==> config.mk <==
export PLATFORM = sky130hd
export DESIGN_NAME = terminal_byte_queue_with_echo
export DESIGN_NICKNAME = d
export VERILOG_FILES = /design/src/rtl/tbq_pkg.sv /design/src/rtl/tbq_cmd_fifo.sv /design/src/rtl/tbq_front.sv /design/src/rtl/tbq_back.sv /design/src/rtl/terminal_byte_queue_with_echo.sv
export VERILOG_INCLUDE_DIRS = /design/src /design/src/rtl
export SDC_FILE = /design/constraint.sdc
export NUM_CORES = 2
export LEC_CHECK = 0
export ABC_AREA = 1
export BUFFER_PORTS_ARGS = -buffer_cell sky130_fd_sc_hd__buf_4
export CAP_MARGIN = 20
export CORE_MARGIN = 3
export CORE_UTILIZATION = 52
export DETAILED_ROUTE_END_ITERATION = 8
export PLACE_DENSITY = 0.68
export SLEW_MARGIN = 20
export SYNTH_ARGS = -nofsm -noshare
export SYNTH_HDL_FRONTEND = slang
export SYNTH_SLANG_ARGS = --single-unit
==> constraint.sdc <==
create_clock -name clk_i -period 3.2 [get_ports clk_i]
set_input_delay 0.64 -clock clk_i [delete_from_list [all_inputs] [get_ports clk_i]]
set_output_delay 0.64 -clock clk_i [all_outputs]
set_load 0.02 [all_outputs]
==> src/rtl/assert_macros.svh <==
// assertion macros used by the top-level rtl file
`ifndef ASSERT_MACROS_SVH
`define ASSERT_MACROS_SVH
`ifndef ASSERT_OFF
// checked only out of reset
`define ASSERT_RST(label, prop, msg) \
  label: assert property (@(posedge clk_i) disable iff (!rst_ni) (prop)) else $error(msg);
// checked at every edge, reset included
`define ASSERT_ALWAYS(label, prop, msg) \
  label: assert property (@(posedge clk_i) (prop)) else $error(msg);
`else
`define ASSERT_RST(label, prop, msg)
`define ASSERT_ALWAYS(label, prop, msg)
`endif
`endif

==> src/rtl/tbq_pkg.sv <==
// shared types and constants of the terminal byte queue
package tbq_pkg;

  localparam int unsigned INPUT_DEPTH  = 256;
  localparam int unsigned OUTPUT_DEPTH = 256;

  localparam int unsigned IN_IDX_W  = $clog2(INPUT_DEPTH);
  localparam int unsigned IN_CNT_W  = $clog2(INPUT_DEPTH + 1);
  localparam int unsigned OUT_IDX_W = $clog2(OUTPUT_DEPTH);
  localparam int unsigned OUT_CNT_W = $clog2(OUTPUT_DEPTH + 1);

  localparam int unsigned BYTE_W     = 8;
  localparam int unsigned FILL_W     = 9;
  localparam int unsigned CFG_IDX_W  = 3;
  localparam int unsigned CFG_DATA_W = 8;

  localparam int unsigned CMD_DEPTH = 2;
  localparam int unsigned CMD_PTR_W = $clog2(CMD_DEPTH);
  localparam int unsigned CMD_CNT_W = $clog2(CMD_DEPTH + 1);

  localparam logic [BYTE_W-1:0] CH_DEL   = 8'h7F;
  localparam logic [BYTE_W-1:0] CH_SPACE = 8'h20;
  localparam logic [BYTE_W-1:0] CH_AT    = 8'h40;
  localparam logic [BYTE_W-1:0] CH_QMARK = 8'h3F;
  localparam logic [BYTE_W-1:0] CH_CARET = 8'h5E;
  localparam logic [BYTE_W-1:0] CH_BSLSH = 8'h5C;
  localparam logic [BYTE_W-1:0] CH_SUB   = 8'h1A;

  typedef enum logic [1:0] {
    FUNC_RX    = 2'd0,
    FUNC_WR    = 2'd1,
    FUNC_TICK  = 2'd2,
    FUNC_FLUSH = 2'd3
  } func_e;

  typedef enum logic [1:0] {
    SIG_NONE = 2'd0,
    SIG_INT  = 2'd1,
    SIG_QUIT = 2'd2,
    SIG_SUSP = 2'd3
  } sig_e;

  typedef enum logic [CFG_IDX_W-1:0] {
    CFG_ECHO      = 3'd0,
    CFG_CTL_ECHO  = 3'd1,
    CFG_SIG       = 3'd2,
    CFG_INT_CHAR  = 3'd3,
    CFG_QUIT_CHAR = 3'd4,
    CFG_SUSP_CHAR = 3'd5
  } cfg_idx_e;

  // classified word handed from front to back
  typedef struct packed {
    func_e             func;
    logic [BYTE_W-1:0] data;
    logic [1:0]        echo_n;  // echo byte count; a write with no room echoes none
    logic [BYTE_W-1:0] tail;    // second byte of a caret pair
    sig_e              sig;
  } cmd_t;

endpackage

==> src/rtl/tbq_cmd_fifo.sv <==
// short queue of classified words between front and back
module tbq_cmd_fifo import tbq_pkg::*; (
  input  logic clk_i,
  input  logic rst_ni,
  input  logic push_i,
  input  cmd_t push_data_i,
  output logic full_o,
  input  logic pop_i,
  output cmd_t pop_data_o,
  output logic empty_o
);

  cmd_t                 entries_q [CMD_DEPTH];
  logic [CMD_PTR_W-1:0] wr_ptr_q, rd_ptr_q;
  logic [CMD_CNT_W-1:0] count_q;

  assign full_o     = (count_q == CMD_CNT_W'(CMD_DEPTH));
  assign empty_o    = (count_q == '0);
  assign pop_data_o = entries_q[rd_ptr_q];

  always_ff @(posedge clk_i) begin
    if (push_i) begin
      entries_q[wr_ptr_q] <= push_data_i;
    end
  end

  always_ff @(posedge clk_i or negedge rst_ni) begin
    if (!rst_ni) begin
      wr_ptr_q <= '0;
      rd_ptr_q <= '0;
      count_q  <= '0;
    end else begin
      if (push_i) begin
        wr_ptr_q <= (wr_ptr_q == CMD_PTR_W'(CMD_DEPTH - 1)) ? '0 : wr_ptr_q + 1'b1;
      end
      if (pop_i) begin
        rd_ptr_q <= (rd_ptr_q == CMD_PTR_W'(CMD_DEPTH - 1)) ? '0 : rd_ptr_q + 1'b1;
      end
      if (push_i && !pop_i) begin
        count_q <= count_q + 1'b1;
      end else if (pop_i && !push_i) begin
        count_q <= count_q - 1'b1;
      end
    end
  end

endmodule

==> src/rtl/tbq_front.sv <==
// front end: config registers, word intake and echo/signal classification
module tbq_front import tbq_pkg::*; (
  input  logic                  clk_i,
  input  logic                  rst_ni,
  input  logic                  cfg_we_i,
  input  logic [CFG_IDX_W-1:0]  cfg_index_i,
  input  logic [CFG_DATA_W-1:0] cfg_data_i,
  input  logic                  in_valid_i,
  output logic                  in_ready_o,
  input  logic [1:0]            func_i,
  input  logic [BYTE_W-1:0]     data_byte_i,
  input  logic                  q_full_i,
  output logic                  q_push_o,
  output cmd_t                  q_data_o
);

  logic              echo_q, ctl_echo_q, sig_en_q;
  logic [BYTE_W-1:0] int_char_q, quit_char_q, susp_char_q;
  logic              is_ctl;
  func_e             func;

  always_ff @(posedge clk_i or negedge rst_ni) begin
    if (!rst_ni) begin
      echo_q      <= 1'b1;
      ctl_echo_q  <= 1'b1;
      sig_en_q    <= 1'b1;
      int_char_q  <= CH_DEL;
      quit_char_q <= CH_BSLSH;
      susp_char_q <= CH_SUB;
    end else if (cfg_we_i) begin
      unique case (cfg_idx_e'(cfg_index_i))
        CFG_ECHO:      echo_q      <= cfg_data_i[0];
        CFG_CTL_ECHO:  ctl_echo_q  <= cfg_data_i[0];
        CFG_SIG:       sig_en_q    <= cfg_data_i[0];
        CFG_INT_CHAR:  int_char_q  <= cfg_data_i[BYTE_W-1:0];
        CFG_QUIT_CHAR: quit_char_q <= cfg_data_i[BYTE_W-1:0];
        CFG_SUSP_CHAR: susp_char_q <= cfg_data_i[BYTE_W-1:0];
        default: ;
      endcase
    end
  end

  assign in_ready_o = !q_full_i;
  assign q_push_o   = in_valid_i && !q_full_i;
  assign func       = func_e'(func_i);
  assign is_ctl     = (data_byte_i < CH_SPACE) || (data_byte_i == CH_DEL);

  always_comb begin
    q_data_o.func = func;
    q_data_o.data = data_byte_i;
    q_data_o.tail = (data_byte_i == CH_DEL) ? CH_QMARK : data_byte_i + CH_AT;

    if (!echo_q) begin
      q_data_o.echo_n = 2'd0;
    end else if (is_ctl) begin
      q_data_o.echo_n = ctl_echo_q ? 2'd2 : 2'd0;
    end else begin
      q_data_o.echo_n = 2'd1;
    end

    // interrupt over quit over suspend; written bytes never signal
    q_data_o.sig = SIG_NONE;
    if (func == FUNC_RX && sig_en_q) begin
      priority if (data_byte_i == int_char_q) begin
        q_data_o.sig = SIG_INT;
      end else if (data_byte_i == quit_char_q) begin
        q_data_o.sig = SIG_QUIT;
      end else if (data_byte_i == susp_char_q) begin
        q_data_o.sig = SIG_SUSP;
      end
    end
  end

endmodule

==> src/rtl/tbq_back.sv <==
// back end: both byte rings, output memory and the result sequencer
module tbq_back import tbq_pkg::*; (
  input  logic              clk_i,
  input  logic              rst_ni,
  input  logic              q_empty_i,
  output logic              q_pop_o,
  input  cmd_t              q_data_i,
  output logic              res_valid_o,
  input  logic              res_ready_i,
  output logic              out_valid_o,
  output logic [BYTE_W-1:0] out_byte_o,
  output logic [1:0]        signal_code_o,
  output logic              accepted_o,
  output logic [FILL_W-1:0] input_fill_o,
  output logic [FILL_W-1:0] output_fill_o,
  output logic              data_ready_o,
  output logic              last_o
);

  typedef enum logic [1:0] {S_IDLE, S_FIRST, S_SECOND} state_e;

  state_e                state_q;
  cmd_t                  cmd_q;
  logic [1:0]            n_q;
  logic                  acc_q;
  logic [BYTE_W-1:0]     rd_q;

  logic [BYTE_W-1:0]     in_mem  [INPUT_DEPTH];
  logic [BYTE_W-1:0]     out_mem [OUTPUT_DEPTH];
  logic [IN_IDX_W-1:0]   in_widx_q;
  logic [IN_CNT_W-1:0]   in_occ_q;
  logic [OUT_IDX_W-1:0]  out_widx_q, out_ridx_q;
  logic [OUT_CNT_W-1:0]  out_occ_q;

  logic in_room, out_room, out_any, second;

  assign in_room  = (in_occ_q < IN_CNT_W'(INPUT_DEPTH));
  assign out_room = (out_occ_q < OUT_CNT_W'(OUTPUT_DEPTH));
  assign out_any  = (out_occ_q != '0);
  assign q_pop_o  = (state_q == S_IDLE) && !q_empty_i;

  // ring memories
  always_ff @(posedge clk_i) begin
    if (q_pop_o && q_data_i.func == FUNC_RX && in_room) begin
      in_mem[in_widx_q] <= q_data_i.data;
    end
  end

  always_ff @(posedge clk_i) begin
    if (q_pop_o && q_data_i.func == FUNC_WR && out_room) begin
      out_mem[out_widx_q] <= q_data_i.data;
    end
    if (q_pop_o && q_data_i.func == FUNC_TICK) begin
      rd_q <= out_mem[out_ridx_q];
    end
  end

  always_ff @(posedge clk_i) begin
    if (q_pop_o) begin
      cmd_q <= q_data_i;
    end
  end

  always_ff @(posedge clk_i or negedge rst_ni) begin
    if (!rst_ni) begin
      state_q    <= S_IDLE;
      n_q        <= 2'd0;
      acc_q      <= 1'b0;
      in_widx_q  <= '0;
      in_occ_q   <= '0;
      out_widx_q <= '0;
      out_ridx_q <= '0;
      out_occ_q  <= '0;
    end else begin
      unique case (state_q)
        S_IDLE: begin
          if (q_pop_o) begin
            state_q <= S_FIRST;
            unique case (q_data_i.func)
              FUNC_RX: begin
                acc_q <= in_room;
                n_q   <= q_data_i.echo_n;
                if (in_room) begin
                  in_widx_q <= (in_widx_q == IN_IDX_W'(INPUT_DEPTH - 1)) ?
                               '0 : in_widx_q + 1'b1;
                  in_occ_q  <= in_occ_q + 1'b1;
                end
              end
              FUNC_WR: begin
                acc_q <= out_room;
                n_q   <= out_room ? q_data_i.echo_n : 2'd0;
                if (out_room) begin
                  out_widx_q <= (out_widx_q == OUT_IDX_W'(OUTPUT_DEPTH - 1)) ?
                                '0 : out_widx_q + 1'b1;
                  out_occ_q  <= out_occ_q + 1'b1;
                end
              end
              FUNC_TICK: begin
                acc_q <= 1'b0;
                n_q   <= out_any ? 2'd1 : 2'd0;
                if (out_any) begin
                  out_ridx_q <= (out_ridx_q == OUT_IDX_W'(OUTPUT_DEPTH - 1)) ?
                                '0 : out_ridx_q + 1'b1;
                  out_occ_q  <= out_occ_q - 1'b1;
                end
              end
              FUNC_FLUSH: begin
                acc_q      <= 1'b0;
                n_q        <= 2'd0;
                in_widx_q  <= '0;
                in_occ_q   <= '0;
                out_widx_q <= '0;
                out_ridx_q <= '0;
                out_occ_q  <= '0;
              end
            endcase
          end
        end
        S_FIRST: begin
          if (res_ready_i) begin
            state_q <= (n_q == 2'd2) ? S_SECOND : S_IDLE;
          end
        end
        S_SECOND: begin
          if (res_ready_i) begin
            state_q <= S_IDLE;
          end
        end
        default: state_q <= S_IDLE;
      endcase
    end
  end

  // result fields come straight from registers and hold while stalled
  assign second        = (state_q == S_SECOND);
  assign res_valid_o   = (state_q != S_IDLE);
  assign last_o        = second || (n_q != 2'd2);
  assign out_valid_o   = (n_q != 2'd0);
  assign signal_code_o = last_o ? cmd_q.sig : SIG_NONE;
  assign accepted_o    = acc_q;
  assign input_fill_o  = FILL_W'(in_occ_q);
  assign output_fill_o = FILL_W'(out_occ_q);
  assign data_ready_o  = (in_occ_q != '0);

  always_comb begin
    priority if (n_q == 2'd0) begin
      out_byte_o = '0;
    end else if (second) begin
      out_byte_o = cmd_q.tail;
    end else if (n_q == 2'd2) begin
      out_byte_o = CH_CARET;
    end else if (cmd_q.func == FUNC_TICK) begin
      out_byte_o = rd_q;
    end else begin
      out_byte_o = cmd_q.data;
    end
  end

endmodule

==> src/rtl/terminal_byte_queue_with_echo.sv <==
// top level of the terminal byte queue with echo
//
// words enter on the in channel (in_valid_i / in_ready_o) as a function code and
// a byte: receive, write, transmit tick or flush. each word gives one or two
// result words on the res channel (res_valid_o / res_ready_i); last_o marks the
// final one. a control byte echoed as a caret pair gives two results, caret first
// an accepted word is pushed into the queue; the back end pops it into its
// command register only while idle, doing the ring update and the output memory
// read as it pops, then presents its results from S_FIRST and, for a caret tail,
// S_SECOND, moving on as res_ready_i takes each; it pops no new word until the
// last result of the current one is taken
// a two word queue sits between intake and the back end, so intake keeps going
// while a result waits on a stalled receiver; once the queue fills, in_ready_o
// drops until the receiver takes results again
// reset empties both rings and the queue and loads the default echo and signal
// settings; config writes (cfg_we_i) take effect at once and are meant for idle
`include "assert_macros.svh"
module terminal_byte_queue_with_echo import tbq_pkg::*; (
  input  logic                  clk_i,
  input  logic                  rst_ni,
  input  logic                  cfg_we_i,
  input  logic [CFG_IDX_W-1:0]  cfg_index_i,
  input  logic [CFG_DATA_W-1:0] cfg_data_i,
  input  logic                  in_valid_i,
  output logic                  in_ready_o,
  input  logic [1:0]            func_i,
  input  logic [BYTE_W-1:0]     data_byte_i,
  output logic                  res_valid_o,
  input  logic                  res_ready_i,
  output logic                  out_valid_o,
  output logic [BYTE_W-1:0]     out_byte_o,
  output logic [1:0]            signal_code_o,
  output logic                  accepted_o,
  output logic [FILL_W-1:0]     input_fill_o,
  output logic [FILL_W-1:0]     output_fill_o,
  output logic                  data_ready_o,
  output logic                  last_o
);

  // classified words between front and back
  logic q_push, q_full, q_pop, q_empty;
  cmd_t q_wdata, q_rdata;

  tbq_front u_front (
    .clk_i       (clk_i),
    .rst_ni      (rst_ni),
    .cfg_we_i    (cfg_we_i),
    .cfg_index_i (cfg_index_i),
    .cfg_data_i  (cfg_data_i),
    .in_valid_i  (in_valid_i),
    .in_ready_o  (in_ready_o),
    .func_i      (func_i),
    .data_byte_i (data_byte_i),
    .q_full_i    (q_full),
    .q_push_o    (q_push),
    .q_data_o    (q_wdata)
  );

  tbq_cmd_fifo u_queue (
    .clk_i       (clk_i),
    .rst_ni      (rst_ni),
    .push_i      (q_push),
    .push_data_i (q_wdata),
    .full_o      (q_full),
    .pop_i       (q_pop),
    .pop_data_o  (q_rdata),
    .empty_o     (q_empty)
  );

  // rings, echo sequencing and the result port
  tbq_back u_back (
    .clk_i         (clk_i),
    .rst_ni        (rst_ni),
    .q_empty_i     (q_empty),
    .q_pop_o       (q_pop),
    .q_data_i      (q_rdata),
    .res_valid_o   (res_valid_o),
    .res_ready_i   (res_ready_i),
    .out_valid_o   (out_valid_o),
    .out_byte_o    (out_byte_o),
    .signal_code_o (signal_code_o),
    .accepted_o    (accepted_o),
    .input_fill_o  (input_fill_o),
    .output_fill_o (output_fill_o),
    .data_ready_o  (data_ready_o),
    .last_o        (last_o)
  );

  // no result may appear in the cycle after reset is seen low
  `ASSERT_ALWAYS(a_quiet_in_reset, !rst_ni |=> !res_valid_o, "result during reset")
  // the caret of a pair is followed right away by its tail
  `ASSERT_RST(a_pair_completes, res_valid_o && res_ready_i && !last_o |=> res_valid_o && last_o, "caret pair broken")
  // a leading result is always a sent caret with no signal
  `ASSERT_RST(a_lead_is_caret, res_valid_o && !last_o |-> out_valid_o && out_byte_o == CH_CARET && signal_code_o == SIG_NONE, "bad lead result")
  // a silent result stands alone and carries a zero byte
  `ASSERT_RST(a_silent_result, res_valid_o && !out_valid_o |-> last_o && out_byte_o == 8'h00, "bad silent result")

endmodule

==> flow_results.xml <==
<?xml version="1.0" encoding="UTF-8"?>
<metrics>
  <group name="cells_and_area">
    <metric name="final_util" unit="">0.598</metric>
    <metric name="final.fill_count" unit="">14100</metric>
    <metric name="fin_area" unit="sq um">106000</metric>
    <metric name="register_area" unit="sq um">65400</metric>
    <metric name="area.growth.synth_to_final" unit="%">14.0</metric>
    <metric name="multi_input_area" unit="sq um">22600</metric>
    <metric name="fraction_of_final_layout_cells_with_drive_strength_greater_than_1" unit="">0.107</metric>
    <metric name="final_nets" unit="">8957</metric>
    <metric name="post_layout_nonfiller_instances" unit="">11400</metric>
  </group>
  <group name="global_route">
    <metric name="grt_pass1_wl" unit="microns">380000</metric>
    <metric name="grt.overflow.total" unit="">0</metric>
    <metric name="grt_pass1_vias" unit="">61700</metric>
    <metric name="antenna_found_initial" unit="">13</metric>
    <metric name="grt_start_max_net_pins" unit="">134</metric>
    <metric name="grt_use_total" unit="">0.273</metric>
  </group>
  <group name="sta">
    <metric name="worst_slew_margin_rel" unit="">0.217</metric>
    <metric name="unrepaired_setup_endpoints_after_global_routing" unit="">no</metric>
    <metric name="setup_viol" unit="">0</metric>
    <metric name="clock_skew" unit="ns">0.0463</metric>
    <metric name="timing.setup.tns" unit="ns">0</metric>
    <metric name="fmaxAchievable" unit="MHz">328</metric>
    <metric name="finalHoldViolCount" unit="">0</metric>
    <metric name="slew_viol_final" unit="">0</metric>
    <metric name="min_period_over_period" unit="">0.952</metric>
    <metric name="setup_ws" unit="ns">0.153</metric>
    <metric name="holdWs" unit="ns">0.0763</metric>
    <metric name="layout_min_cycle_time" unit="ns">3.05</metric>
    <metric name="slew_of_the_pin_with_the_lowest_slew_margin" unit="ns">1.17</metric>
  </group>
  <group name="setup_path">
    <metric name="path_cells" unit="">buf_4, buf_4, nor2_1, o21ai_0, a21oi_1, nor2_1, nand2_1, nand3_1, nand2_1, nand3_1, nand2_1</metric>
    <metric name="setup.worst_path.end_class" unit="">flip-flop</metric>
    <metric name="cpMaxStageDelayCell" unit="">sky130_fd_sc_hd__buf_4</metric>
    <metric name="critPathTopFamily" unit="">buffers and inverters</metric>
    <metric name="bufs_and_invs_on_worst_path" unit="">2</metric>
    <metric name="critical-path-top-cell-by-count" unit="">sky130_fd_sc_hd__nand2_1</metric>
    <metric name="largest_fanout_on_the_critical_path" unit="">63</metric>
    <metric name="crit_path_start_kind" unit="">flip-flop</metric>
    <metric name="worst_ep_arrival_time" unit="ns">3.63</metric>
    <metric name="required" unit="ns">3.79</metric>
    <metric name="kind_of_critical_path" unit="">flip-flop to flip-flop</metric>
    <metric name="critical-path-max-stage-delay" unit="ns">0.64</metric>
  </group>
  <group name="logic_synthesis">
    <metric name="seq_area_frac_synth" unit="">0.706</metric>
    <metric name="syn_inst" unit="">8607</metric>
    <metric name="dominant_combinational_cell_family_by_area_after_synthesis" unit="">simple AND/OR/NAND/NOR gates</metric>
    <metric name="postSynthRegisterBits" unit="">2190</metric>
    <metric name="yosys.area_share.simple" unit="">0.190</metric>
    <metric name="yosys.cell_types.count" unit="">43</metric>
    <metric name="synthesis.nets" unit="">8647</metric>
    <metric name="synthesis.yosys.warnings" unit="">0</metric>
    <metric name="yosys_top_cell_by_area" unit="">sky130_fd_sc_hd__edfxtp_1</metric>
    <metric name="synth-xor-area-share" unit="">0.00293</metric>
    <metric name="synth_top_cell_area_share" unit="">0.687</metric>
    <metric name="post_synthesis_compound_gate_area_fraction" unit="">0.0448</metric>
    <metric name="synthesis.area" unit="sq um">92700</metric>
    <metric name="yosys-mux-area-fraction" unit="">0.00231</metric>
    <metric name="synth.avg_cell_area" unit="sq um">10.8</metric>
    <metric name="synth_top_cells_by_area" unit="">sky130_fd_sc_hd__edfxtp_1 (69%), sky130_fd_sc_hd__nand2_1 (9.4%), sky130_fd_sc_hd__nor2_1 (5.1%), sky130_fd_sc_hd__nand3_1 (3.9%), sky130_fd_sc_hd__o21ai_0 (3.0%)</metric>
    <metric name="adder_cell_share_of_the_synthesized_area" unit="">0.00189</metric>
  </group>
  <group name="placed_design">
    <metric name="place.gp.congestion" unit="">0.902</metric>
    <metric name="port_buffers" unit="">59</metric>
    <metric name="post-dp-hpwl" unit="microns">153000</metric>
    <metric name="place.detailed.instances" unit="">11000</metric>
    <metric name="pre_cts_ws" unit="ns">0.127</metric>
    <metric name="detailed_place.area" unit="sq um">98700</metric>
  </group>
  <group name="cts">
    <metric name="clock_tree.buffer_depth" unit="">3</metric>
    <metric name="numClockSinks" unit="">2190</metric>
    <metric name="clk_pin_slew_worst_paths" unit="ns">0.06</metric>
    <metric name="clock_tree_from_tritoncts" unit="">built</metric>
    <metric name="number_of_buffers_created_by_cts" unit="">218</metric>
    <metric name="clock-root-buffer" unit="">sky130_fd_sc_hd__clkbuf_16</metric>
    <metric name="h-tree-depth" unit="">4</metric>
    <metric name="clock_insertion_delay_at_the_later_pin_of_the_skew_report" unit="ns">0.87</metric>
  </group>
  <group name="drt">
    <metric name="final_antenna_net_count" unit="">0</metric>
    <metric name="total_via_count_after_detailed_routing" unit="">64000</metric>
    <metric name="firstDrtPassIters" unit="">7</metric>
    <metric name="post_drt_via_cell_ratio" unit="">5.59</metric>
    <metric name="initial_detailed_routing_violation_count" unit="">7789</metric>
    <metric name="wire_per_inst" unit="microns">22.2</metric>
    <metric name="wl" unit="microns">254000</metric>
    <metric name="drc" unit="">0</metric>
  </group>
  <group name="floorplan">
    <metric name="io_pins" unit="">60</metric>
    <metric name="die-area" unit="sq um">183000</metric>
    <metric name="fp.coreArea" unit="sq um">177000</metric>
    <metric name="chipHeight" unit="microns">428</metric>
    <metric name="die_width" unit="microns">428</metric>
    <metric name="rows" unit="">154</metric>
    <metric name="initial_cell_density_of_the_core" unit="">0.525</metric>
  </group>
  <group name="power">
    <metric name="power_density" unit="nW/um^2">836</metric>
    <metric name="leakagePower" unit="nW">40.9</metric>
    <metric name="power.ir.vdd_worst" unit="uV">636</metric>
    <metric name="final_total_pwr" unit="mW">88.3</metric>
  </group>
  <group name="job">
    <metric name="max_cap_viol_count" unit="">0</metric>
  </group>
  <group name="worst_hold_path">
    <metric name="hp-class" unit="">input port to flip-flop</metric>
  </group>
  <group name="outcome">
    <metric name="status" unit="">complete, no violations</metric>
  </group>
</metrics>
## worst reg2reg max path, delay by kind of cell (launching register included)
| kind | cells | cell delay (ns) |
|---|---|---|
| buf+inv | 2 | 0.97 |
| simple gates | 7 | 0.96 |
| flops | 1 | 0.62 |
| compound gates | 2 | 0.26 |
## area by class of cell
| class | count | share of cell area |
|---|---|---|
| Sequential cell | 2190 | 0.619 |
| Multi-Input combinational cell | 5240 | 0.214 |
| Clock buffer | 271 | 0.0542 |
| Timing Repair Buffer | 566 | 0.0482 |
| Tap cell | 2340 | 0.0277 |
| Inverter | 701 | 0.0252 |
| Clock inverter | 132 | 0.0110 |
| Antenna cell | 9 | 0.000213 |
## logic make-up after synthesis
family,after synthesis
and+or+nand+nor,4391
DFF,2190
AOI/OAI and AO/OA,785
adders and majority gates,14
muxes,19
buffers and inverters,1177
xor gates and xnor gates,31
## timing repair
| item | 4_1_cts | 5_1_grt |
|---|---|---|
| hold endpoints to repair | 49 | 0 |
| pin swaps | 0 | 1 |
| hold buffers | 4 | 0 |
| setup buffers | 0 | 1 |
| setup endpoints to repair | 3 | 212 |
| gates resized for setup | 2 | 5 |
## sequential cells by signal, indices dropped and copies added, names as in the netlist
name	flops
u_front.echo_q	1
u_back.n_q	2
u_front.quit_char_q	8
u_front.ctl_echo_q	1
u_back.out_widx_q	8
u_back.out_mem	2048
u_front.int_char_q	8
u_back.accepted_o	1
u_back.output_fill_o	9
u_queue.rd_ptr_q	1
u_back.input_fill_o	9
u_queue.wr_ptr_q	1
u_queue.entries_q	44
u_queue.count_q	2
u_back.out_ridx_q	8
u_front.sig_en_q	1
u_back.cmd_q	20
u_back.rd_q	8
u_back.state_q	2
u_front.susp_char_q	8
## synth_stat cells, drive strengths merged
cell type     n
a31oi         4
a21boi        3
mux2         19
edfxtp     2120
and3          2
nand2      2343
a211oi        1
nand3       731
clkinv        5
xnor2        25
o211a         1
or2          22
dfrtp        53
dfstp        17
nand3b        1
o211ai       63
inv         696
nor2       1261
nor3         13
buf         285
o2111ai       1
nor4          2
a21oi       119
o21a          3
clkbuf      191
o21ai       580
nor3b         3
ha           14
nand4        13
xor2          6
o22ai        10
## layer usage
| layer | up-vias | track usage | part of all wire |
|---|---|---|---|
| met5 | - | 0 | 0.00016 |
| met4 | 6 | 0.117 | 0.046 |
| met3 | 570 | 0.0551 | 0.096 |
| met2 | 3065 | 0.428 | 0.46 |
| met1 | 30900 | 0.373 | 0.40 |
| li1 | 29400 | - | - |
## final timing paths
check	start	endpoint	slack [ns]	depth (start not counted)
setup / recovery	u_back.out_ridx_q[1]	u_back.rd_q[2]	0.15	11
max in group asynchronous	rst_ni	u_back.out_ridx_q[0]	1.95	2
setup reg to reg	u_back.out_ridx_q[1]	u_back.rd_q[2]	0.15	11
hold / removal	data_byte_i[7]	u_queue.entries_q[0][19]	0.08	1
hold reg to reg	u_front.sig_en_q	u_front.sig_en_q	0.49	2
min in group asynchronous	rst_ni	u_back.state_q[1]	0.52	2
## cells in the final DEF (no fill, tap or decap), types with 9 or more instances in the layout
cell,instances
sky130_fd_sc_hd__a21oi_1,119
sky130_fd_sc_hd__buf_12,66
sky130_fd_sc_hd__buf_4,495
sky130_fd_sc_hd__bufinv_16,16
sky130_fd_sc_hd__clkbuf_1,48
sky130_fd_sc_hd__clkbuf_16,220
sky130_fd_sc_hd__clkinv_1,60
sky130_fd_sc_hd__clkinv_2,36
sky130_fd_sc_hd__clkinvlp_4,10
sky130_fd_sc_hd__dfrtp_1,49
sky130_fd_sc_hd__dfstp_2,17
sky130_fd_sc_hd__diode_2,9
sky130_fd_sc_hd__edfxtp_1,2120
sky130_fd_sc_hd__ha_1,14
sky130_fd_sc_hd__inv_1,688
sky130_fd_sc_hd__mux2_2,11
sky130_fd_sc_hd__nand2_1,2324
sky130_fd_sc_hd__nand2_2,17
sky130_fd_sc_hd__nand3_1,723
sky130_fd_sc_hd__nand4_1,13
sky130_fd_sc_hd__nor2_1,1252
sky130_fd_sc_hd__nor3_1,9
sky130_fd_sc_hd__o211ai_1,63
sky130_fd_sc_hd__o21ai_0,558
sky130_fd_sc_hd__o21ai_1,18
sky130_fd_sc_hd__o22ai_1,10
sky130_fd_sc_hd__or2_2,22
sky130_fd_sc_hd__xnor2_1,25
## power breakdown
part / switching [mW] / internal (mW)
registers: 0.520 / 35.5
clock network: 10.8 / 14.0
logic: 20.3 / 7.17
No activity file was read; power rests on OpenSTA's default activity.
